`src/lwsel_pkg.sv`:
```
package lwsel_pkg;

   localparam int MAX_WAYPOINTS  = 1024;
   localparam int WINDOW_BACK    = 5;
   localparam int WINDOW_FORWARD = 15;
   localparam int IDX_W          = $clog2(MAX_WAYPOINTS);
   localparam int CNT_W          = IDX_W + 1;
   localparam int NUM_W          = 39;
   localparam int DIV_CNT_W      = $clog2(NUM_W);

   // (4 m)^2 and 8 m in Q32.32 / Q16.16
   localparam logic [64:0] LOOP_GAP_SQ = 65'd1 << 36;
   localparam logic [23:0] BAND        = 24'd8 << 16;

   localparam logic [1:0] CSR_LA_MIN     = 2'd0;
   localparam logic [1:0] CSR_LA_MAX     = 2'd1;
   localparam logic [1:0] CSR_SPEED_LOW  = 2'd2;
   localparam logic [1:0] CSR_SPEED_HIGH = 2'd3;

   typedef struct packed {
      logic               is_query;
      logic               new_path;
      logic signed [31:0] pos_x;
      logic signed [31:0] pos_y;
      logic signed [15:0] speed;
   } cmd_type;

   typedef enum logic [3:0] {
      ST_IDLE,
      ST_REF,
      ST_LOOP,
      ST_MUL,
      ST_DIV,
      ST_LAFIN,
      ST_LASQ,
      ST_WIN,
      ST_TGT,
      ST_RESP
   } state_type;

endpackage

```
`src/lwsel_front.sv`:
```
module lwsel_front (
   input  logic                    clock,
   input  logic                    reset,
   input  logic                    req_valid,
   output logic                    req_stall,
   input  logic                    req_kind,
   input  logic                    req_new_path,
   input  logic signed [31:0]      req_wp_x,
   input  logic signed [31:0]      req_wp_y,
   input  logic signed [31:0]      req_robot_x,
   input  logic signed [31:0]      req_robot_y,
   input  logic signed [15:0]      req_speed,
   output logic                    cmd_valid,
   output lwsel_pkg::cmd_type      cmd,
   input  logic                    cmd_pop
);
   import lwsel_pkg::*;

   cmd_type    q_ff [2];
   logic       wr_ptr_ff, wr_ptr_in;
   logic       rd_ptr_ff, rd_ptr_in;
   logic [1:0] cnt_ff, cnt_in;
   cmd_type    cls;
   logic       push;

   // loads carry the waypoint, queries the robot position
   always_comb begin
      cls.is_query = req_kind;
      cls.new_path = req_new_path;
      cls.pos_x    = req_kind ? req_robot_x : req_wp_x;
      cls.pos_y    = req_kind ? req_robot_y : req_wp_y;
      cls.speed    = req_speed;
   end

   assign req_stall = (cnt_ff == 2'd2);
   assign push      = req_valid && !req_stall;
   assign cmd_valid = (cnt_ff != 2'd0);
   assign cmd       = q_ff[rd_ptr_ff];

   always_comb begin
      wr_ptr_in = wr_ptr_ff ^ push;
      rd_ptr_in = rd_ptr_ff ^ cmd_pop;
      cnt_in    = 2'(cnt_ff + {1'b0, push} - {1'b0, cmd_pop});
   end

   always_ff @(posedge clock) begin
      if (reset) begin
         wr_ptr_ff <= 1'b0;
         rd_ptr_ff <= 1'b0;
         cnt_ff    <= 2'd0;
      end else begin
         wr_ptr_ff <= wr_ptr_in;
         rd_ptr_ff <= rd_ptr_in;
         cnt_ff    <= cnt_in;
      end
   end

   always_ff @(posedge clock) begin
      if (push) begin
         q_ff[wr_ptr_ff] <= cls;
      end
   end

endmodule

```
`config.mk`:
```
export PLATFORM = sky130hd
export DESIGN_NAME = lwsel_front
export DESIGN_NICKNAME = d
export VERILOG_FILES = /design/src/lwsel_pkg.sv /design/src/lwsel_front.sv
export SDC_FILE = /design/constraint.sdc
export NUM_CORES = 1
export LEC_CHECK = 0
export BUFFER_PORTS_ARGS = -buffer_cell sky130_fd_sc_hd__buf_2
export CORE_MARGIN = 2
export CORE_UTILIZATION = 47
export CTS_BUF_LIST = sky130_fd_sc_hd__clkbuf_8
export CTS_CLUSTER_DIAMETER = 60
export DETAILED_ROUTE_END_ITERATION = 7
export HOLD_SLACK_MARGIN = 0.1
export PLACE_DENSITY = 0.85
export SLEW_MARGIN = 20
export SYNTH_ARGS = -nofsm -noshare
export SYNTH_HDL_FRONTEND = slang
export SYNTH_SLANG_ARGS = --single-unit
```
`constraint.sdc`:
```
create_clock -name clock -period 3.05 [get_ports clock]
set_clock_uncertainty 0.15 [all_clocks]
set_input_delay 0.61 -clock clock [delete_from_list [all_inputs] [get_ports clock]]
set_output_delay 0.61 -clock clock [all_outputs]
set_load 0.05 [all_outputs]
```
* Word-level counts from Yosys, hierarchy flattened
Memories as Yosys holds them, arrays and structs flattened. A register that Yosys moved wholly into a read port is not among the register bits.
Cells that the tools add are included.
** Word-level totals
- Memories kept :: 1
- Flip-flop bits (word level) :: 4
- Bits in writable memories :: 164
- Output and inout port bits :: 84
- Logic and storage cells :: 17
** Memory list
- q_ff :: depth 2, bits a word 82, rd ports 1, clocked after Yosys merged registers in 1, write ports 1, RTL line lwsel_front.sv:19 : cmd_type q_ff [2];
** Operators by class
- Bitwise operators :: 2
- Add/subtract/negate cells :: 2
- Muxes and demuxes :: 5
- Equal/unequal tests :: 1
- Reduce and logical (&&, ||, !) cells :: 3
** Operators with widths (count)
- two-way mux 32 bit :: 2
- two-way mux 1 bit :: 3
- adder 2 x 1 -> 2 bit :: 1
- == test 2 bit, second input constant :: 1
- nonzero test 2 bit :: 1
- subtractor 2 x 1 -> 2 bit :: 1
- XOR 1 bit :: 2
- logical AND 1 bit :: 1
- logical NOT 1 bit :: 1

* Depth between registers and ports, before layout
Gate-level depths: netlist of the first run.
- Word-level depth :: 5
- Gate-level depth with buffers :: 7
- Gate-level depth less buffers :: 7

* Worst setup path after synthesis of the first run
No wires, ideal clock.
- Path kind :: input -> register
- Start :: in req_valid
- End :: mem q_ff[1][0] in the netlist's numbering (enable)
- Data arrival time :: 2704 ps
- Path slack :: -254 ps
- Library setup time :: 450 ps
- Data required time :: 2450 ps
- Cell stages on the path :: 2
- Path through :: and2_1 ha_1
** Between the ends
- Cells in the longest elaborated chain, start to end :: 3
** RTL lines
- from (decl) :: RTL line lwsel_front.sv:4 : input logic req_valid,
- logical AND 1 bit :: RTL line lwsel_front.sv:36 : assign push = req_valid && !req_stall;
- two-way mux 1 bit :: RTL line lwsel_front.sv:59 : if (push) begin
- two-way mux 1 bit (not written as such) :: RTL line lwsel_front.sv:60 : q_ff[wr_ptr_ff] <= cls;
- to (decl) :: RTL line lwsel_front.sv:19
Every way passes these cells.

==> metrics.yaml, run 1 <==
outcome: "completed"
wl_mm: 12.9
synthesis.nets: 501
ys_ff_latch: 168
finalWorstSetupSlack_ns: 0.317
post-route-drc-count: 0
numCtsBuffers: 17
dr_total_vias: 3827
critPathLaunchType: "flip-flop"
critPathMaxFanout: 38
grt_first_pass_wirelength_mm: 18.8
maxCapViolations: 0
avgSynthCellArea_um2: 21.0
layout_commonest_cell: "buf_2"
globalplace.congestion: 0.736
slew_violations: 0
slew_headroom_pct: 58.8
fillers: 1132
drtPass1Iterations: 4
die_y_um: 128
worst-setup-path-type: "reg2out"
initial_core_util_pct: 48.1
grt.total_usage_pct: 15.3
wl_per_cell_um: 16.3
seq_area_frac_synth_pct: 68.8
tightest_slew_ns: 0.618
cts.path.max_buffers: 2
multi_input_area_mm2: 0.00205
path_clk_slew_ns: 0.08
htreeDepth: 4
cts_hold_buf: 0
coreArea_mm2: 0.0151
placed_area_mm2: 0.00856
post_cts_resized: 0
top_usage_layer: "met2"
final_cell_mix: "buf_2, edfxtp_1, mux2_2"
num_rows: 45
dieArea_mm2: 0.0165
drive_gt1_share_pct: 68.8
clock-root-buffer: "clkbuf_8"
met2_usage_pct: 26.4
post-route-min-period_ns: 2.73
clkLatencyLatePin_ns: 0.43
grtUsageMet3_pct: 5.45
critPathRequiredTime_ns: 2.29
arrival_ns: 1.97
drtAntennaViolNets: 0
power.density_mw_per_mm2: 727
max_freq_mhz: 366
hold_violations: 0
antenna_cells: 0
final_core_util_pct: 58.9
cts_tree: "built"
fp.dieW_um: 128
yosysWarnings: 0
ys_types: 17
grt_use_met1_pct: 17.2
area_delta_synth_final_pct: 22.5
peakVddDrop_mv: 0.525
p_leak_nw: 3.61
design_area_mm2: 0.00892
cts_setup_buffers: 0
hpwlAfterDp_mm: 9.16
rsz0062_at_grt: "no"
period_share_pct: 89.6
hold_class: "in2reg"
antenna_found_initial: 0
register_area_mm2: 0.00501
dp_slack_ns: 0.746
grt_start_max_net_pins: 45
portBuffers: 233
first_global_vias: 3844
end_kind: "primary output"
num_io_pins: 234
globalRouteOverflowTotal: 0
setup_viol: 0
synthCells: 347
vias_per_cell: 4.84
synth_area_mm2: 0.00728
nets: 744
first_iter_violations: 145
cts_num_sinks: 168
==> critical path, cell delays in order (launching register included) <==
cell     delay, ns
dfxtp_4       0.63
buf_12        0.32
mux2_4        0.33
buf_2         0.21
==> power breakdown <==
group | total (mW) | leakage (nW) | internal, mW | switching, mW
sequential | 3.09 | 1.56 | 2.98 | 0.106
clock | 1.41 | 0.181 | 0.697 | 0.717
combinational | 1.98 | 1.87 | 0.651 | 1.33
total | 6.48 | 3.61 | 4.33 | 2.15
==> metrics by stage <==
| step | cells | hold WS (ns) | power [mW] | setup TNS [ns] |
|---|---|---|---|---|
| after floorplan | 347 | 0.382 | 4.73 | -41.67 |
| final | 790 | 0.209 | 6.48 | 0 |
| after global routing | 790 | 0.167 | 6.76 | 0 |
| after CTS | 790 | 0.166 | 6.56 | 0 |
| after global placement | 759 | 0.427 | 5.09 | 0 |
| after detailed placement | 759 | 0.450 | 5.14 | 0 |
==> synthesized netlist by cell type <==
| cell type | number | area (µm²) |
|---|---|---|
| xnor2_1 | 1 | 8.76 |
| nor2b_1 | 1 | 6.26 |
| mux2_2 | 76 | 856 |
| ha_1 | 4 | 50.1 |
| mux2_4 | 70 | 1050 |
| edfxtp_1 | 164 | 4920 |
| or2_2 | 1 | 6.26 |
| xnor3_1 | 1 | 22.5 |
| buf_6 | 8 | 90.1 |
| buf_12 | 7 | 140 |
| nand2b_1 | 1 | 6.26 |
| dfxtp_1 | 4 | 80.1 |
| buf_2 | 1 | 5.00 |
| and2_1 | 1 | 6.26 |
| nor2_1 | 3 | 11.3 |
| nand2_1 | 1 | 3.75 |
| inv_1 | 3 | 11.3 |
==> worst paths after layout <==
| path | from | to | slack, ns | depth (start not counted) |
|---|---|---|---|---|
| setup / recovery | rd_ptr_ff | cmd[40] | 0.32 | 3 |
| hold / removal | req_speed[3] | q_ff[0][3] | 0.21 | 1 |
| setup reg to reg | cnt_ff[0] | q_ff[0][23] | 1.12 | 4 |
| hold reg to reg | cnt_ff[0] | cnt_ff[0] | 0.46 | 2 |
==> flip-flops by register name, summed over array words and instances, names as in the netlist <==
name       cells
cnt_ff         2
q_ff         164
rd_ptr_ff      1
wr_ptr_ff      1
==> per-layer routing <==
metal | vias to the layer above | wire [µm] | part of all wire, %
met2 | 174 | 6450 | 50
met4 | 0 | 276 | 2.1
met3 | 21 | 990 | 7.7
met5 | - | 0 | 0
met1 | 1794 | 5160 | 40
li1 | 1838 | - | -
==> layout make-up <==
type | instances | area share, %
clock buffers | 17 | 2.62
flip-flops and latches | 168 | 56.2
multi-input cells | 160 | 23.0
clock inverters | 14 | 1.33
well taps | 188 | 2.64
inverters | 3 | 0.126
repair buffers | 240 | 14.1
==> kinds of logic (layout without fill, tap and decap cells) <==
logic type	count (synthesis)	in the layout	synth area share (%)
DFF	168	168	68.8
muxes	146	146	26.2
buffers and inverters	19	274	3.39
xor gates and xnor gates	2	2	0.430
and+or+nand+nor	8	8	0.550
adders and majority gates	4	4	0.688
No activity file was read; power rests on OpenSTA's default activity.
==> run 2: changes to the inputs <==
--- a/config.mk
+++ b/config.mk
@@ -7,12 +7,12 @@
 export LEC_CHECK = 0
 export BUFFER_PORTS_ARGS = -buffer_cell sky130_fd_sc_hd__buf_2
 export CORE_MARGIN = 2
-export CORE_UTILIZATION = 47
+export CORE_UTILIZATION = 32
 export CTS_BUF_LIST = sky130_fd_sc_hd__clkbuf_8
 export CTS_CLUSTER_DIAMETER = 60
 export DETAILED_ROUTE_END_ITERATION = 7
 export HOLD_SLACK_MARGIN = 0.1
-export PLACE_DENSITY = 0.85
+export PLACE_DENSITY = 0.64
 export SLEW_MARGIN = 20
 export SYNTH_ARGS = -nofsm -noshare
 export SYNTH_HDL_FRONTEND = slang
==> run 2 against run 1 <==
  * Cell count is 13% higher
  * Critical path depth unchanged
  * Largest power group unchanged
  * Maximum frequency rose by 1.5%
  * Register-to-register slack got worse by 0.10 ns
  * Highest routed layer unchanged
==> metrics.yaml, run 2 (same netlist as run 1, synthesis figures left out) <==
clock-root-buffer: "clkbuf_8"
drive_gt1_share_pct: 69.8
globalRouteOverflowTotal: 0
post-route-drc-count: 0
net-switching-power_mw: 2.27
hold-worst-slack_ns: 0.209
cts_hold_buf: 0
design_area_mm2: 0.00921
dp_slack_ns: 0.778
first_iter_violations: 164
final_core_util_pct: 40.9
placed_area_mm2: 0.00873
post-route-min-period_ns: 2.69
largest_register: "q_ff"
largest_reg_flops: 164
power.density_mw_per_mm2: 760
p_leak_nw: 3.69
dieArea_mm2: 0.0240
wl_mm: 14.0
p_seq_share_pct: 44.0
critPathMaxFanout: 24
area_delta_synth_final_pct: 26.5
path_clk_slew_ns: 0.09
peakVddDrop_mv: 0.282
post_cts_resized: 0
grt.total_usage_pct: 11.8
clkPwrFrac_pct: 26.9
htreeDepth: 4
internal-power_mw: 4.72
maxCapViolations: 0
nets: 746
cts_setup_buffers: 0
outcome: "completed"
cts_tree: "built"
layout_commonest_cell: "buf_2"
vias_per_cell: 4.39
drtPass1Iterations: 4
numCtsBuffers: 17
tightest_slew_ns: 0.433
setup_viol: 0
clkLatencyLatePin_ns: 0.43
wl_per_cell_um: 15.8
reg2reg_setup_slack_ns: 1.02
final_cell_mix: "buf_2, edfxtp_1, mux2_2"
drtAntennaViolNets: 0
fp.dieW_um: 155
arrival_ns: 1.93
hpwlAfterDp_mm: 9.98
num_io_pins: 234
slew_headroom_pct: 71.1
cts_num_sinks: 168
grt_first_pass_wirelength_mm: 21.4
dr_total_vias: 3905
portBuffers: 233
rsz0062_at_grt: "no"
period_share_pct: 88.3
critPathLaunchType: "flip-flop"
critPathRequiredTime_ns: 2.29
hold_violations: 0
largest_registers: "q_ff (164), cnt_ff (2)"
antenna_found_initial: 0
coreArea_mm2: 0.0225
antenna_cells: 0
switching_share_pct: 32.5
finalWorstSetupSlack_ns: 0.357
max_freq_mhz: 371
num_rows: 55
cts.path.max_buffers: 2
hold_class: "in2reg"
slew_violations: 0
initial_core_util_pct: 32.3
first_global_vias: 4164
grt_start_max_net_pins: 51
end_kind: "primary output"
worst-setup-path-type: "reg2out"
pwr-share-comb_pct: 29.1
globalplace.congestion: 0.790
die_y_um: 155
## run 2: cell count changes in the layout (fill, tap and decap cells not counted)
cell	previous run	this run
bufinv_16	2	6
clkinv_1	4	0
inv_6	0	4
buf_12	3	5
clkinv_2	2	0
clkinvlp_4	3	2
inv_1	6	5
inv_8	0	1
## run 2: critical path: stages (launching register included)
cell     delay, ns
dfxtp_4       0.64
buf_4         0.32
mux2_4        0.32
buf_2         0.21
## run 2: power groups by stage
stage,Sequential (mW),Clock (mW),Combinational [mW]
floorplan,3.12,0,1.61
global placement,3.12,0,2.04
detailed placement,3.14,0,2.07
CTS,3.09,1.95,2.07
global route,3.11,2.06,2.15
finish,3.08,1.88,2.04
## run 2: final cells by class
cell class                 count  area [µm²]
clock inverter                15         249
timing repair buffer         242        1300
multi-input combinational    160        2050
sequential                   168        5010
inverter                       3        11.3
fill                        2062       13300
clock buffer                  17         234
tap                          285         357
## run 2: worst paths after layout
path	depth (start not counted)	startpoint	to
hold reg to reg	3	wr_ptr_ff	wr_ptr_ff
setup / recovery	3	rd_ptr_ff	cmd[62]
hold / removal	1	req_speed[7]	q_ff[1][7]
setup reg to reg	4	cnt_ff[0]	q_ff[0][25]
## run 2: through the flow
| step | cells | TNS (ns) | power (mW) |
|---|---|---|---|
| global placement | 858 | 0 | 5.16 |
| finish | 890 | 0 | 6.99 |
| global route | 890 | 0 | 7.32 |
| detailed placement | 858 | 0 | 5.21 |
| CTS | 890 | 0 | 7.10 |
| floorplan | 347 | -41.67 | 4.73 |
## run 2: routing by layer
metal	GRT usage (%)	share of wire (%)
met1	13.8	41
met2	20.9	52
met3	3.36	6.4
met4	4.19	1.3
met5	0	0
